### src/bec_pkg.sv
// Shared constants, codes and beat types for the backspace edit compare block.
`timescale 1ns / 1ps

package bec_pkg;

  // Stack geometry
  localparam int DEPTH  = 256;
  localparam int ADDR_W = (DEPTH > 1) ? $clog2(DEPTH) : 1;
  localparam int CNT_W  = $clog2(DEPTH + 1);

  // Character class bounds: lowercase letters push, anything else pops
  localparam logic [7:0] LETTER_LO = 8'h61;
  localparam logic [7:0] LETTER_HI = 8'h7A;

  // Function selector codes
  localparam logic [1:0] FUNC_FIRST  = 2'd0;
  localparam logic [1:0] FUNC_SECOND = 2'd1;
  localparam logic [1:0] FUNC_FINISH = 2'd2;

  // Input beat
  typedef struct packed {
    logic [1:0] func;
    logic [7:0] ch;
  } in_beat_t;

  // Result beat
  typedef struct packed {
    logic equal;
    logic overflow;
  } out_beat_t;

  // Controller to datapath commands
  typedef struct packed {
    logic edit_first;
    logic edit_second;
    logic cmp_start;
    logic cmp_read;
    logic cmp_next;
    logic emit;
    logic emit_equal;
  } cmd_t;

  // Datapath to controller status
  typedef struct packed {
    logic len_equal;
    logic len_zero;
    logic idx_last;
    logic data_equal;
  } status_t;

endpackage

### src/bec_dpath.sv
// Datapath: two character stacks, their counts, overflow flag and compare index.
`timescale 1ns / 1ps

module bec_dpath (
  input  logic                clk,
  input  logic                rst_n,
  input  logic [7:0]          ch,
  input  bec_pkg::cmd_t       cmd,
  output bec_pkg::status_t    sts,
  output logic                out_valid,
  output bec_pkg::out_beat_t  out_data
);

  logic [7:0]                  first_mem_r  [bec_pkg::DEPTH];
  logic [7:0]                  second_mem_r [bec_pkg::DEPTH];
  logic [bec_pkg::CNT_W-1:0]   first_cnt_r,  first_cnt_nxt;
  logic [bec_pkg::CNT_W-1:0]   second_cnt_r, second_cnt_nxt;
  logic                        ovf_r,        ovf_nxt;
  logic [bec_pkg::ADDR_W-1:0]  idx_r,        idx_nxt;
  logic [7:0]                  first_rd_r;
  logic [7:0]                  second_rd_r;
  logic                        out_valid_r;
  bec_pkg::out_beat_t          out_data_r;
  logic                        is_letter;
  logic                        first_full;
  logic                        second_full;
  logic                        first_push;
  logic                        second_push;
  logic [bec_pkg::CNT_W-1:0]   last_pos;

  assign is_letter   = (ch >= bec_pkg::LETTER_LO) && (ch <= bec_pkg::LETTER_HI);
  assign first_full  = (first_cnt_r  == bec_pkg::CNT_W'(bec_pkg::DEPTH));
  assign second_full = (second_cnt_r == bec_pkg::CNT_W'(bec_pkg::DEPTH));
  assign first_push  = cmd.edit_first  & is_letter & ~first_full;
  assign second_push = cmd.edit_second & is_letter & ~second_full;
  assign last_pos    = first_cnt_r - bec_pkg::CNT_W'(1);

  // Report status to the controller
  assign sts.len_equal  = (first_cnt_r == second_cnt_r);
  assign sts.len_zero   = (first_cnt_r == '0);
  assign sts.idx_last   = (bec_pkg::CNT_W'(idx_r) == last_pos);
  assign sts.data_equal = (first_rd_r == second_rd_r);

  // Update counts, overflow flag and compare index
  always_comb begin
    first_cnt_nxt  = first_cnt_r;
    second_cnt_nxt = second_cnt_r;
    ovf_nxt        = ovf_r;
    idx_nxt        = idx_r;
    if (cmd.edit_first) begin
      if (is_letter) begin
        if (first_full) ovf_nxt = 1'b1;
        else first_cnt_nxt = first_cnt_r + bec_pkg::CNT_W'(1);
      end else if (first_cnt_r != '0) begin
        first_cnt_nxt = first_cnt_r - bec_pkg::CNT_W'(1);
      end
    end
    if (cmd.edit_second) begin
      if (is_letter) begin
        if (second_full) ovf_nxt = 1'b1;
        else second_cnt_nxt = second_cnt_r + bec_pkg::CNT_W'(1);
      end else if (second_cnt_r != '0) begin
        second_cnt_nxt = second_cnt_r - bec_pkg::CNT_W'(1);
      end
    end
    if (cmd.cmp_start) idx_nxt = '0;
    if (cmd.cmp_next)  idx_nxt = idx_r + bec_pkg::ADDR_W'(1);
    if (cmd.emit) begin
      first_cnt_nxt  = '0;
      second_cnt_nxt = '0;
      ovf_nxt        = 1'b0;
    end
  end

  // Hold control state
  always_ff @(posedge clk) begin
    if (!rst_n) begin
      first_cnt_r  <= '0;
      second_cnt_r <= '0;
      ovf_r        <= 1'b0;
      out_valid_r  <= 1'b0;
    end else begin
      first_cnt_r  <= first_cnt_nxt;
      second_cnt_r <= second_cnt_nxt;
      ovf_r        <= ovf_nxt;
      out_valid_r  <= cmd.emit;
    end
  end

  // Advance compare index and capture the result beat
  always_ff @(posedge clk) begin
    idx_r <= idx_nxt;
    if (cmd.emit) begin
      out_data_r.equal    <= cmd.emit_equal;
      out_data_r.overflow <= ovf_r;
    end
  end

  // Push into the stacks
  always_ff @(posedge clk) begin
    if (first_push) begin
      first_mem_r[first_cnt_r[bec_pkg::ADDR_W-1:0]] <= ch;
    end
    if (second_push) begin
      second_mem_r[second_cnt_r[bec_pkg::ADDR_W-1:0]] <= ch;
    end
  end

  // Read both stacks at the compare index
  always_ff @(posedge clk) begin
    if (cmd.cmp_read) begin
      first_rd_r  <= first_mem_r[idx_r];
      second_rd_r <= second_mem_r[idx_r];
    end
  end

  assign out_valid = out_valid_r;
  assign out_data  = out_data_r;

endmodule

### config.mk
export PLATFORM = sky130hd
export DESIGN_NAME = bec_dpath
export DESIGN_NICKNAME = d
export VERILOG_FILES = /design/src/bec_pkg.sv /design/src/bec_dpath.sv
export SDC_FILE = /design/constraint.sdc
export NUM_CORES = 2
export LEC_CHECK = 0
export BUFFER_PORTS_ARGS = -buffer_cell sky130_fd_sc_hd__buf_2
export CAP_MARGIN = 15
export CELL_PAD_IN_SITES_DETAIL_PLACEMENT = 0
export CELL_PAD_IN_SITES_GLOBAL_PLACEMENT = 1
export CORE_ASPECT_RATIO = 1.5
export CORE_UTILIZATION = 45
export DETAILED_ROUTE_END_ITERATION = 16
export PLACE_DENSITY_LB_ADDON = 0.1
export SYNTH_ARGS = -nofsm -noshare
export SYNTH_HDL_FRONTEND = slang
export SYNTH_SLANG_ARGS = --single-unit
### constraint.sdc
create_clock -name clk -period 9.9 [get_ports clk]
set_clock_uncertainty 0.1 [all_clocks]
set_input_delay 0.495 -clock clk [delete_from_list [all_inputs] [get_ports clk]]
set_output_delay 0.495 -clock clk [all_outputs]
set_load 0.01 [all_outputs]
# Word-level counts from Yosys, hierarchy flattened
# Memory sizes are Yosys's and may differ from the RTL's. A register that Yosys moved wholly into a read port is not among the register bits.
# Cells that the tools add are included.
totals:
  reg_bits: 30
  latch_bits: 0
  ramBits: 4096
  romBits: 0
  in_bits: 17
  output_inout_bits: 7
  elab_cells: 58
  mem_count: 2
op_classes:
  addsub: 5
  mul: 0
  div_mod_pow: 0
  order_cmp: 2
  n_eq_ne: 7
  shift: 0
  n_mux: 18
  bitwise: 7
  reduce_logical: 10
mem_list:
  columns: ["memory", "depth", "word_bits", "rd", "rd_ports_with_merged_regs", "write_ports", "line_no", "source"]
  rows:
  - ["first_mem_r", 256, 8, 1, 1, 1, "bec_dpath.sv:14", "logic [7:0] first_mem_r [bec_pkg::DEPTH];"]
  - ["second_mem_r", 256, 8, 1, 1, 1, "bec_dpath.sv:15", "logic [7:0] second_mem_r [bec_pkg::DEPTH];"]
op_table:
  columns: ["op", "count"]
  rows:
  - ["$mux W9", 6]
  - ["$add A9 B1 Y9 const B", 2]
  - ["$eq A9 B9 Y1 const B", 2]
  - ["$reduce_bool A9 Y1", 2]
  - ["$sub A9 B1 Y9 const B", 2]
  - ["$mux W8", 2]
  - ["$mux W1", 10]
  - ["$eq A8 B9 Y1", 1]
  - ["$eq A9 B9 Y1", 1]
  - ["$logic_not A9 Y1", 1]
  - ["$add A8 B1 Y8 const B", 1]
  - ["$eq A8 B8 Y1", 1]
  - ["$ge A8 B7 Y1 const B", 1]
  - ["$le A8 B7 Y1 const B", 1]
  - ["$reduce_and A3 Y1", 2]
  - ["$reduce_bool A2 Y1", 3]
  - ["$and A1 B1 Y1", 4]
  - ["$ne A2 B2 Y1 const B", 2]
  - ["$not A1 Y1", 3]
  - ["$reduce_or A2 Y1", 1]
  - ["$logic_and A1 B1 Y1", 1]

# Logic depth before layout (Yosys ltp)
logic_depth:
  ltp_word: 7
  depth_mapped: 13
  ltp_nobuf: 12

# Worst setup path after synthesis
# No wires, ideal clock.
synth_path:
  path_kind: "input to register"
  from: "input port ch[1]"
  to: "register second_cnt_r[7] (netlist name)"
  setup_ns: 0.087
  arrival_ns: 3.391
  required_time_ns: 9.713
  path_slack_ns: 6.321
  path_stages: 12
  n_path_buf: 1
  cell_sequence: "or4_1 -> o22a_1 -> nand2_1 -> buf_1 -> ha_1 -> a21o_1 -> a21oi_1 -> o21bai_1 -> a2111oi_0 -> nor3_1 -> xnor2_1 -> o31ai_1"
synth_between:
  elab_chain_cells: 4
  elab_cells_between_ends: 7
  cone_classes: "order compare (2); eq/ne (1); mux (1); reduce/logical (3)"
synth_rtl:
  columns: ["element", "line_no", "source"]
  rows:
  - ["start: declaration", "bec_dpath.sv:7", "input logic [7:0] ch,"]
  - ["$ge A8 B7 Y1 or $le A8 B7 Y1 (tied branches)", "bec_dpath.sv:31", "assign is_letter = (ch >= bec_pkg::LETTER_LO) && (ch <= bec_pkg::LETTER_HI);"]
  - ["$logic_and A1 B1 Y1 (*)", "bec_dpath.sv:31", null]
  - ["$ne A2 B2 Y1 (no source line) or $reduce_bool A2 Y1 (tied branches)", null, null]
  - ["$reduce_and A3 Y1 (no source line)", null, null]
  - ["end signal: assignment", "bec_dpath.sv:84", "second_cnt_r <= second_cnt_nxt;"]
  - ["end: declaration", "bec_dpath.sv:17", "logic [bec_pkg::CNT_W-1:0] second_cnt_r, second_cnt_nxt;"]
# Mark *: on every way between the ends. The rest lies on a longest branch, timed or not.
# A chain may end at the register's enable or synchronous reset.

# Worst setup path after layout
layout_path:
  from: "input port ch[5]"
  to: "memory first_mem_r[33][6] (enable)"
layout_between:
  elab_chain_cells: 6
  elab_cells_between_ends: 7
  cone_classes: "order compare (2); mux (2); bitwise (2); reduce/logical (1)"
layout_rtl:
  columns: ["element", "line_no", "source"]
  rows:
  - ["$ge A8 B7 Y1 or $le A8 B7 Y1 (tied branches)", "bec_dpath.sv:31", null]
  - ["$logic_and A1 B1 Y1 (*)", "bec_dpath.sv:31", null]
  - ["$and A1 B1 Y1 (*) (2 in series)", "bec_dpath.sv:34", "assign first_push = cmd.edit_first & is_letter & ~first_full;"]
  - ["$mux W1 (*)", "bec_dpath.sv:101", "if (first_push) begin"]
  - ["$mux W1 (implied by the code) (*)", "bec_dpath.sv:102", "first_mem_r[first_cnt_r[bec_pkg::ADDR_W-1:0]] <= ch;"]
  - ["end: declaration", "bec_dpath.sv:14", null]
# Marks and branches as above.

==> flow_summary.json <==
{
  "gp_congestion": 0.825,
  "clk-insertion-delay-late_ps": 960,
  "tightest_slew_ps": 1260,
  "worst_slack_ps": 4400,
  "ys_seq_elements": 4142,
  "status": "finished clean",
  "grt_pass1_vias": 82200,
  "clock_sinks": 4142,
  "synthArstFlopShare_pct": 0,
  "dp_cells": 12200,
  "drv_slew": 0,
  "multi_input_area_um2": 34400,
  "synth-edff-count": 4122,
  "core_area_um2": 355000,
  "drc": 0,
  "rsz0062_at_grt": "false",
  "num_io_pins": 24,
  "wl_per_cell_um": 38.2,
  "crit_fanout": 42,
  "synth_compound_area_share_pct": 3.74,
  "rows": 268,
  "ctsHoldBuffers": 15,
  "sequential_cell_area_um2": 124000,
  "dr.pass1.iters": 6,
  "cts_resized": 0,
  "synth-xor-area-share_pct": 0.245,
  "synthCells": 7677,
  "drt-vias-per-instance": 6.15,
  "leakagePower_nw": 54.7,
  "antenna_found_initial": 28,
  "start_util_pct": 45.3,
  "yosysTopAreaCellShare_pct": 76.9,
  "finalHoldViolCount": 0,
  "yosys_warnings": 0,
  "synth_top_family_by_area": "multiplexers",
  "synthSimpleGateAreaFrac_pct": 2.40,
  "relSlewSlack_pct": 15.6,
  "grt_use_total_pct": 27.2,
  "drv_cap": 0,
  "grt_max_degree": 184,
  "port_buffers": 23,
  "htreeDepth": 5,
  "post-dp-hpwl_um": 301000,
  "wirelength_um": 492000,
  "period_needed_ps": 5500,
  "ys_seq_area_share_pct": 77.1,
  "synth_area_leader_cell": "edfxtp_1",
  "fin_crit_sh_pct": 55.5,
  "fin_util_pct": 50.5,
  "finalSetupViolations": 0,
  "fillers": 28500,
  "drtAntennaViolNets": 0,
  "fin_cells": 12900,
  "root_buffer": "clkbuf_16",
  "avgSynthCellArea_um2": 21.0,
  "yosys.area_share.adder_pct": 0.121,
  "die_x_um": 490,
  "cts_setup_buffers": 0,
  "grt_pass1_wl_um": 680000,
  "ys_top_cells_by_area": "edfxtp_1, mux4_2, mux2i_1, nor2_1, a22oi_1",
  "finalPower_mw": 38.4,
  "synth_cell_types": 71,
  "cts_inserted_buffers": 385,
  "vdd_ir_drop_max_mv": 0.170,
  "drtIter0Drc": 8567,
  "p_per_area_nw_per_um2": 214,
  "vias": 79200,
  "tns_ps": 0,
  "hold_class": "in -> reg",
  "die_area_um2": 360000,
  "path_class": "in -> reg",
  "startpoint_type": "input pin",
  "layout-drive-gt1-share_pct": 22.1,
  "syn_area_um2": 161000,
  "end_kind": "flip-flop",
  "pre_cts_ws_ps": 3850,
  "die_h_um": 735,
  "grt.overflow.total": 0,
  "critPathRequiredTime_ps": 10360,
  "fmax_mhz": 182,
  "critPathArrivalTime_ps": 5960,
  "synth_nets": 7709,
  "synthMuxAreaShare_pct": 14.6,
  "cts_tree": "yes",
  "nets": 7880,
  "cts.path.max_buffers": 4,
  "clk_pin_slew_ps": 60,
  "syn2layout_area_growth_pct": 11.5,
  "synthFlopType": "edfxtp_1"
}
==> cells by family after synthesis <==
logic type / Yosys count
flip-flops: 4142
buffers and inverters: 495
AO/OA/AOI/OAI: 839
AND/OR/NAND/NOR: 910
adder cells (fa/ha/maj): 15
XOR/XNOR: 45
multiplexers: 1231
==> registers in the layout (all words and copies together) (netlist names) <==
signal,flops
first_mem_r,2048
second_mem_r,2048
first_cnt_r,9
second_cnt_r,9
first_rd_r,8
idx_r,8
second_rd_r,8
out_data,2
out_valid,1
ovf_r,1
==> placed cells by master, fill, tap and decap left out, types with 104 or more instances in the layout <==
cell / instances
edfxtp_1: 4122
mux4_2: 896
nor2_1: 561
clkbuf_16: 395
mux2i_1: 329
buf_4: 196
a22oi_1: 186
a21oi_1: 130
nand2_1: 115
a221oi_1: 104
==> path summary, 6_finish.rpt <==
path / end / depth (start not counted) / start / slack (ps)
setup / recovery: first_mem_r[33][6] / 10 / ch[5] / 4400
hold / removal: first_mem_r[74][4] / 1 / ch[4] / 40
setup reg to reg: second_rd_r[6] / 9 / idx_r[0] / 4520
hold reg to reg: out_data[0] / 0 / ovf_r / 340
==> cells in the mapped netlist (all sizes together), types with 8 or more instances <==
| master | number |
|---|---|
| nand2 | 138 |
| o22ai | 73 |
| a211oi | 64 |
| a22oi | 186 |
| o31ai | 14 |
| clkbuf | 206 |
| nor2 | 571 |
| buf | 274 |
| o221ai | 19 |
| or2 | 8 |
| edfxtp | 4122 |
| a22o | 66 |
| and2 | 16 |
| inv | 14 |
| mux2i | 329 |
| dfxtp | 20 |
| mux4 | 896 |
| o21ai | 69 |
| a21oi | 130 |
| nor3 | 36 |
| nand3b | 9 |
| o32ai | 8 |
| a31oi | 24 |
| a2111oi | 11 |
| o211ai | 14 |
| a311oi | 9 |
| nor2b | 22 |
| nand3 | 43 |
| ha | 14 |
| nand4 | 14 |
| a221oi | 107 |
| nand2b | 13 |
| xor2 | 10 |
| xnor2 | 35 |
| nor4 | 13 |
==> cell type report <==
type	instances	area share [%]
Clock buffer	459	5.66
Multi-Input combinational cell	3040	19.1
Timing Repair Buffer	264	1.33
Tap cell	4725	3.29
Inverter	15	0.0355
Sequential cell	4142	69.2
Clock inverter	239	1.37
Antenna cell	11	0.0153
==> through the flow <==
step           area [µm²]  hold slack (ps)
6_report           180000             36.4
5_1_grt            180000             15.0
4_1_cts            180000             37.2
3_5_place_dp       167000              330
3_3_place_gp       167000              329
2_1_floorplan      161000              309
==> power breakdown <==
| part | internal [mW] | leakage, nW | total (mW) | switching (mW) |
|---|---|---|---|---|
| Combinational | 1.25 | 11.3 | 3.83 | 2.59 |
| Clock | 8.52 | 6.13 | 15.2 | 6.63 |
| Sequential | 19.3 | 37.2 | 19.4 | 0.0712 |
==> worst max-delay path: stages <==
cell and delay [ps]:
dlygate4sd3_1 560, buf_8 290, and3b_1 640, nand2_1 150, buf_4 260, inv_1 430, nand3_1 480, nor3b_2 960
nand2_1 790, nor2_1 810
==> per-layer routing <==
layer | up-vias | track usage [%] | part of all wire [%]
met5 | - | 0 | 0.017
met4 | 12 | 11.5 | 4.7
met2 | 3064 | 47.6 | 52
met3 | 769 | 3.77 | 5.7
met1 | 42900 | 34.0 | 38
li1 | 32500 | - | -
(Power assumes the default switching activity.)
