[src/bec_pkg.sv]
// Shared constants, codes and beat types for the backspace edit compare block.
`timescale 1ns / 1ps

package bec_pkg;

  // Stack geometry
  localparam int DEPTH  = 256;
  localparam int ADDR_W = (DEPTH > 1) ? $clog2(DEPTH) : 1;
  localparam int CNT_W  = $clog2(DEPTH + 1);

  // Character class bounds: lowercase letters push, anything else pops
  localparam logic [7:0] LETTER_LO = 8'h61;
  localparam logic [7:0] LETTER_HI = 8'h7A;

  // Function selector codes
  localparam logic [1:0] FUNC_FIRST  = 2'd0;
  localparam logic [1:0] FUNC_SECOND = 2'd1;
  localparam logic [1:0] FUNC_FINISH = 2'd2;

  // Input beat
  typedef struct packed {
    logic [1:0] func;
    logic [7:0] ch;
  } in_beat_t;

  // Result beat
  typedef struct packed {
    logic equal;
    logic overflow;
  } out_beat_t;

  // Controller to datapath commands
  typedef struct packed {
    logic edit_first;
    logic edit_second;
    logic cmp_start;
    logic cmp_read;
    logic cmp_next;
    logic emit;
    logic emit_equal;
  } cmd_t;

  // Datapath to controller status
  typedef struct packed {
    logic len_equal;
    logic len_zero;
    logic idx_last;
    logic data_equal;
  } status_t;

endpackage

[src/bec_ctrl.sv]
// Controller state machine: accepts beats and sequences the stack compare.
`timescale 1ns / 1ps

module bec_ctrl (
  input  logic            clk,
  input  logic            rst_n,
  input  logic            start,
  input  logic [1:0]      func,
  input  bec_pkg::status_t sts,
  output logic            busy,
  output bec_pkg::cmd_t   cmd
);

  localparam logic [1:0] ST_IDLE  = 2'd0;
  localparam logic [1:0] ST_READ  = 2'd1;
  localparam logic [1:0] ST_CHECK = 2'd2;

  logic [1:0] state_r;
  logic [1:0] state_nxt;
  logic       accept;

  assign busy   = (state_r != ST_IDLE);
  assign accept = start & ~busy;

  // Decode beats and walk the compare loop
  always_comb begin
    state_nxt = state_r;
    cmd       = '0;
    case (state_r)
      ST_IDLE: begin
        if (accept) begin
          case (func)
            bec_pkg::FUNC_FIRST:  cmd.edit_first  = 1'b1;
            bec_pkg::FUNC_SECOND: cmd.edit_second = 1'b1;
            bec_pkg::FUNC_FINISH: begin
              if (!sts.len_equal) begin
                cmd.emit       = 1'b1;
                cmd.emit_equal = 1'b0;
              end else if (sts.len_zero) begin
                cmd.emit       = 1'b1;
                cmd.emit_equal = 1'b1;
              end else begin
                cmd.cmp_start = 1'b1;
                state_nxt     = ST_READ;
              end
            end
            default: ;
          endcase
        end
      end
      ST_READ: begin
        cmd.cmp_read = 1'b1;
        state_nxt    = ST_CHECK;
      end
      ST_CHECK: begin
        if (!sts.data_equal) begin
          cmd.emit       = 1'b1;
          cmd.emit_equal = 1'b0;
          state_nxt      = ST_IDLE;
        end else if (sts.idx_last) begin
          cmd.emit       = 1'b1;
          cmd.emit_equal = 1'b1;
          state_nxt      = ST_IDLE;
        end else begin
          cmd.cmp_next = 1'b1;
          state_nxt    = ST_READ;
        end
      end
      default: state_nxt = ST_IDLE;
    endcase
  end

  // Hold state
  always_ff @(posedge clk) begin
    if (!rst_n) begin
      state_r <= ST_IDLE;
    end else begin
      state_r <= state_nxt;
    end
  end

endmodule

[config.mk]
export PLATFORM = sky130hd
export DESIGN_NAME = bec_ctrl
export DESIGN_NICKNAME = d
export VERILOG_FILES = /design/src/bec_pkg.sv /design/src/bec_ctrl.sv
export SDC_FILE = /design/constraint.sdc
export NUM_CORES = 1
export LEC_CHECK = 0
export CORE_AREA = 5 5 42 44
export CTS_CLUSTER_SIZE = 12
export DETAILED_ROUTE_END_ITERATION = 6
export DIE_AREA = 0 0 47 49
export DONT_BUFFER_PORTS = 1
export PLACE_DENSITY = 0.3
export SYNTH_ARGS = -nofsm -noshare
export SYNTH_HDL_FRONTEND = slang
export SYNTH_SLANG_ARGS = --single-unit
[constraint.sdc]
create_clock -name clk -period 2.24 [get_ports clk]
set_clock_uncertainty 0.05 [all_clocks]
set_input_delay 0.56 -clock clk [delete_from_list [all_inputs] [get_ports clk]]
set_output_delay 0.56 -clock clk [all_outputs]
set_load 0.03 [all_outputs]
======== Yosys cells after proc, flatten, opt, wreduce, memory -nomap -nowiden ========
Cells that the tools add are included.
word-level totals
  bits in registers ....................... 2
  input port bits ......................... 9
  output and inout port bits .............. 8
operators by class
  reductions and logical operators ........ 4
  bitwise logic cells ..................... 2
  muxes and demuxes ....................... 25
  eq/ne operators ......................... 8
operator list
  cell                number
  $mux 2              11
  $mux 1              10
  $mux 3              2
  $ne 2x2->1 const B  3
  $pmux 2 s3          1
  $eq 2x1->1 const B  2
  $eq 2x2->1 const B  2
  $logic_not 2->1     2
  $pmux 2 s2          1
  $reduce_and 4->1    1
  $ne 2x1->1 const B  1
  $reduce_bool 2->1   1
  $and 1x1->1         1
  $not 1->1           1

======== Depth between registers and ports, before layout ========
Gate-level depths: netlist of run 1.
  depth in word-level cells ............... 5
  gate-level depth with buffers ........... 3

======== Least setup slack after synthesis of run 1 ========
No wires, ideal clock.
  path type ............................... input-to-output
  from .................................... input port start
  to ...................................... output port cmd[1] in the netlist's numbering
  stages .................................. 2
  setup slack ............................. -0.184 ns
  data arrival time ....................... 1.814 ns
  path through ............................ or3b_4 o32ai_1
RTL lines
  what                line            source
  start: declaration  bec_ctrl.sv:7   input logic start,
  end: declaration    bec_ctrl.sv:11  output bec_pkg::cmd_t cmd

==> out/metrics.csv, run 1 <==
stage;metric;value;unit
sta;max_slew.worst_pin.slew;437.9;ps
route;drt_first_pass_iters;2;
power;switching_share;24.48;%
synth;synth_top_area_cell;sky130_fd_sc_hd__dfxtp_1;
route;detail-route-antenna-nets;0;
synth;ys_async_sr_fraction;0;%
synth;synth_compound_gate_area_share;16.43;%
cts;post_cts_resized;0;
floorplanning;initial_core_util;12.50;%
synth;portion_of_synthesized_cell_area_occupied_by_the_leading_cell_type;22.86;%
cts;postCtsSetupBuffers;0;
global_routing;grt_max_degree;7;
synth;synthesis.instances;21;
job;drv.max_cap_violation_count;0;
floorplanning;ioPinCount;17;
critical_path;end_kind;output port;
critical_path;critPathLaunchType;flip-flop;
cells_and_area;top_regs;state_r x2;
global_routing;antenna_violations_before_repair;0;
critical_path;crit-reg2reg-launch;state_r[0];
floorplanning;fp.coreArea;1401;sq um
cells_and_area;num_antenna_cells;0;
synth;synthAdderAreaFrac;0;%
cts;cts.sinks;2;
global_routing;grt_first_pass_wirelength;903;microns
synth;synth_commonest_cells;sky130_fd_sc_hd__dfxtp_1, sky130_fd_sc_hd__nand2_1, sky130_fd_sc_hd__nor2b_1, sky130_fd_sc_hd__nor3_1;
cts;clk_latency;220;ps
critical_path;timing.critical_path.required;1630;ps
sta;final_period_demand_of_the_worst_path;2130;ps
critical_path;timing.rr.end;state_r[0];
cells_and_area;finish.cell_count_without_fillers;45;
cells_and_area;flow.area_growth_from_synthesis;55.71;%
synth;synthMuxAreaShare;0;%
placed_design;place_hpwl;478.3;microns
power;power.share.clock;56.2;%
route;route.final.wire_length;564;microns
synth;synth-seq-area-share;22.86;%
synth;ys_types;17;
power;powerDensity;511.1;nW/um^2
synth;synth_fp_nets;30;
global_routing;grt_pass1_vias;212;
route;remaining_drc_errors;0;
critical_path;path_class;reg2out;
cells_and_area;n_fill_cell;177;
cts;cts-root-to-sink-buffers;2;
placed_design;placed_cells;42;
global_routing;grt_remaining_overflow;0;
sta;final-hold-violation-count;0;
hold_path;min_to;state_r[0];
sta;drv_slew;0;
placed_design;finalWeightedCongestion;0.6953;
run_status;run_status;completed;
cts;clkSlewWorstSetupHoldPaths;30;ps
critical_path;timing.critical_path.arrival;1520;ps
synth;mappedNetlistArea;175.2;sq um
synth;synth_top_family_by_area;simple AND/OR/NAND/NOR gates;
sta;setup_viol_count_final;0;
synth;synth-simple-area-share;54.29;%
power;power.internal;105.3;uW
route;route.detailed.vias_per_inst;4.022;
synth;post_synth_xor_xnor_area;0;%
synth;synth.ff_latch_count;2;
power;report.power.total;139.4;uW
route;vias;181;
power;leakage;0.0001167;uW
synth;synth_top_cells_by_area;sky130_fd_sc_hd__dfxtp_1, sky130_fd_sc_hd__nor3b_4, sky130_fd_sc_hd__nor2b_1;
hold_path;hold_start;rst_n;
global_routing;grt_usage;5.692;%
critical_path;worst-path-max-fanout;6;
cells_and_area;fin_nets;40;
cells_and_area;final_layout_size_suffix_gt1_share;51.72;%
cts;tritoncts;done;
cts;cts-htree-levels;1;
cells_and_area;finish.utilization;19.46;%
power;ir_drop;0.2315;mV
cts;cts_root_buffer_type;sky130_fd_sc_hd__clkbuf_4;
placed_design;port-buffer-count;0;
sta;rsz0062_at_grt;false;
power;p_sw;34.13;uW
cts;cts-hold-fix-buffers;0;
critical_path;reg2reg_slack;740;ps
cts;tritoncts.num_buffers;3;
sta;final.period_utilization;95.08;%
route;drt_initial_violations;1;
sta;remaining_max_slew_budget_at_the_tightest_pin;70.78;%
floorplanning;die_w;47;microns
power;power_frac_seq;26.3;%
cells_and_area;max_flop_register;state_r;
hold_path;hp-class;in2reg;
critical_path;timing.reg2reg.worst_path_depth;3;
cells_and_area;largest_register_ffs;2;
synth;synth-main-ff-cell;sky130_fd_sc_hd__dfxtp_1;
synth;synth.avg_cell_area;8.341;sq um
synth;yosys_warnings;0;
floorplanning;die_area;2303;sq um
power;comb_power_share;17.5;%
sta;maxClockFrequency;469.6;MHz
route;routed_wirelength_normalized_by_instance_count;12.53;microns
floorplanning;placementRows;14;
hold_path;worst_hold_path_cell_count;1;
synth;synth_edf_count;0;
floorplanning;die_h;49;microns
## power by group through the flow
stage          clock [uW]  combinational, uW  sequential (uW)
2_1_floorplan           0               19.4             37.0
4_1_cts              84.9               24.7             36.6
6_report             78.4               24.4             36.7
5_1_grt              85.5               26.3             36.7
3_3_place_gp            0               24.4             37.1
3_5_place_dp            0               24.6             37.1
## placed cells by master (no fill, tap or decap)
cell type,n
sky130_fd_sc_hd__buf_4,6
sky130_fd_sc_hd__clkbuf_4,3
sky130_fd_sc_hd__nor2b_1,2
sky130_fd_sc_hd__nand2_1,2
sky130_fd_sc_hd__nor3_1,2
sky130_fd_sc_hd__dfxtp_1,2
sky130_fd_sc_hd__or2_2,1
sky130_fd_sc_hd__or3b_4,1
sky130_fd_sc_hd__nand2b_1,1
sky130_fd_sc_hd__nand4b_1,1
sky130_fd_sc_hd__o31ai_2,1
sky130_fd_sc_hd__nor3b_2,1
sky130_fd_sc_hd__nor3b_4,1
sky130_fd_sc_hd__inv_1,1
sky130_fd_sc_hd__o21ai_0,1
sky130_fd_sc_hd__o32ai_2,1
sky130_fd_sc_hd__and2_1,1
sky130_fd_sc_hd__o21a_1,1
## final cells by class
class                      count  area (sq um)  area share, %
multi-input combinational     17         141.4          51.83
timing repair buffer           6         45.04          16.51
clock buffer                   3         22.52          8.257
sequential                     2         40.04          14.68
inverter                       1         3.754          1.376
tap                           16         20.02          7.339
## worst max-delay path by stage
stage          depth (start not counted)     end       start  slack (ps)
6_report                               3  cmd[1]  state_r[0]         110
5_1_grt                                3  cmd[1]  state_r[0]          30
3_5_place_dp                           3  cmd[1]       start         170
2_1_floorplan                          2  cmd[6]       start         -10
3_3_place_gp                           3  cmd[1]       start         190
4_1_cts                                3  cmd[1]  state_r[0]         110
## kinds of logic after synthesis
family | Yosys count
AND/OR/NAND/NOR | 13
flip-flops | 2
AO/OA/AOI/OAI | 4
buffers and inverters | 2
## worst max-delay path, stage by stage, from the launching register on
cell                      delay [ps]
sky130_fd_sc_hd__dfxtp_1         340
sky130_fd_sc_hd__or3b_4          460
sky130_fd_sc_hd__o32ai_2         290
sky130_fd_sc_hd__buf_4           200
## metrics by stage
step | setup WS [ps] | area [sq um] | hold slack [ps] | TNS (ps)
after floorplan | -14.08 | 192.7 | 547.4 | -14.08
after global placement | 185.2 | 250.2 | 629.6 | 0
after detailed placement | 169.1 | 250.2 | 631.7 | 0
after CTS | 106.6 | 272.8 | 397.2 | 0
after global routing | 28.98 | 272.8 | 400.2 | 0
final | 110.3 | 272.8 | 407.6 | 0
## metal layers
metal  GRT usage (%)  vias to the layer above  part of all wire [%]
li1                -                       91                     -
met3           3.321                        0                    23
met2           7.014                       14                    45
met5               0                        -                     0
met1           6.332                       76                    32
met4           5.530                        0                     0
Note: power is estimated with default switching activity, not from simulation.
==> run 2, diff against run 1 <==
GPL_TIMING_DRIVEN = 0   (was unset)
==> out/metrics.csv, run 2 (synthesized netlist as in run 1, its figures left out) <==
stage;metric;value;unit
sta;rsz0062_at_grt;false;
cells_and_area;mostFrequentLayoutCell;sky130_fd_sc_hd__clkbuf_4;
cells_and_area;final_layout_size_suffix_gt1_share;45.83;%
cells_and_area;flow.area_growth_from_synthesis;48.57;%
route;route.detailed.vias_per_inst;4.375;
floorplanning;ioPinCount;17;
global_routing;grt_remaining_overflow;0;
cells_and_area;fin_nets;35;
hold_path;hp-class;in2reg;
route;routedLengthMet1;197;microns
power;power.share.clock;56.1;%
power;ir_drop;0.1339;mV
route;highest_layer;met3;
critical_path;critPathLaunchType;flip-flop;
job;drv.max_cap_violation_count;0;
global_routing;antenna_violations_before_repair;0;
cts;clk_latency;220;ps
route;remaining_drc_errors;0;
power;power.internal;103.4;uW
floorplanning;initial_core_util;12.50;%
floorplanning;die_area;2303;sq um
global_routing;grt_max_degree;7;
critical_path;worst-path-max-fanout;6;
cts;cts-hold-fix-buffers;0;
cells_and_area;largest_register_ffs;2;
route;wl_met2;222;microns
route;detail-route-antenna-nets;0;
floorplanning;die_h;49;microns
floorplanning;placementRows;14;
placed_design;finalWeightedCongestion;0.6717;
floorplanning;die_w;47;microns
cells_and_area;post_layout_instance_area;260.3;sq um
global_routing;grt_usage;4.708;%
cts;cts.sinks;2;
cells_and_area;commonest_non_fill_non_tap_cells_in_the_layout;sky130_fd_sc_hd__clkbuf_4, sky130_fd_sc_hd__nor2b_1, sky130_fd_sc_hd__nand2_1, sky130_fd_sc_hd__dfxtp_1;
route;routed_wirelength_normalized_by_instance_count;13.08;microns
critical_path;timing.critical_path.arrival;1540;ps
cts;tritoncts.num_buffers;3;
cells_and_area;num_antenna_cells;0;
power;report.power.total;138.6;uW
route;route.final.wire_length;523;microns
sta;final.period_utilization;96.06;%
cts;postCtsSetupBuffers;0;
sta;final_period_demand_of_the_worst_path;2152;ps
power;powerDensity;532.7;nW/um^2
run_status;run_status;completed;
global_routing;grt_pass1_vias;189;
critical_path;timing.critical_path.required;1630;ps
placed_design;port-buffer-count;0;
sta;remaining_max_slew_budget_at_the_tightest_pin;31.90;%
critical_path;end_kind;output port;
power;power_frac_seq;26.5;%
power;leakage;0.00009242;uW
route;vias;175;
placed_design;placed_cells;37;
sta;setup_viol_count_final;0;
cells_and_area;finish.utilization;18.57;%
power;switching_share;25.43;%
global_routing;grt_first_pass_wirelength;731;microns
floorplanning;fp.coreArea;1401;sq um
route;drt_first_pass_iters;2;
route;drt_initial_violations;3;
sta;maxClockFrequency;464.7;MHz
route;wl_met3;103;microns
cts;clkSlewWorstSetupHoldPaths;30;ps
cts;cts_root_buffer_type;sky130_fd_sc_hd__clkbuf_4;
power;p_sw;35.25;uW
sta;max_slew.worst_pin.slew;1014;ps
sta;drv_slew;0;
cells_and_area;top_regs;state_r x2;
power;comb_power_share;17.4;%
critical_path;path_class;reg2out;
cts;tritoncts;done;
cells_and_area;max_flop_register;state_r;
cells_and_area;finish.cell_count_without_fillers;40;
cts;cts-htree-levels;1;
cts;cts-root-to-sink-buffers;2;
sta;final-hold-violation-count;0;
placed_design;placed_cell_area;212.7;sq um
sta;setup_total_negative_slack;0;ps
run 2: repair_timing:
action	in CTS	in global routing
endpoints found under the setup margin	3	2
endpoints found under the hold margin	0	0
pin swaps	0	0
gates resized for setup	1	2
run 2: power by group through the flow:
stage | Sequential (uW) | Clock, uW | Combinational, uW
floorplan | 37.0 | 0 | 19.4
global placement | 37.1 | 0 | 20.8
detailed placement | 37.1 | 0 | 20.9
CTS | 36.6 | 83.8 | 21.4
global route | 36.7 | 86.6 | 25.8
finish | 36.7 | 77.8 | 24.2
run 2: path summary, 6_finish.rpt:
path,start,to,slack (ps),cells after the start
setup / recovery,state_r[0],cmd[5],90,2
hold / removal,rst_n,state_r[1],410,1
setup reg to reg,state_r[1],state_r[0],670,3
hold reg to reg,state_r[1],state_r[1],600,2
run 2: cell type report:
class                      count  area (sq um)
inverter                       1         3.754
clock buffer                   3         22.52
sequential                     2         40.04
multi-input combinational     17         166.4
tap                           16         20.02
buffer                         1         7.507
fill                         158          1141
run 2: through the flow:
stage | hold WS (ps) | worst slack (ps)
global route | 408.9 | 33.77
finish | 408.9 | 88.16
detailed placement | 601.2 | -48.77
floorplan | 547.4 | -14.08
CTS | 399.1 | -25.40
global placement | 604.0 | -64.68
run 2: critical path, cell delays in order, from the launching register on:
cell                      delay [ps]
sky130_fd_sc_hd__dfxtp_1         350
sky130_fd_sc_hd__or3b_4          490
sky130_fd_sc_hd__nor3b_2         480
run 2: routing by layer:
layer,global-route usage [%],up-vias
li1,-,83
met1,5.459,77
met2,5.882,15
met3,3.690,0
met4,2.765,0
met5,0,-
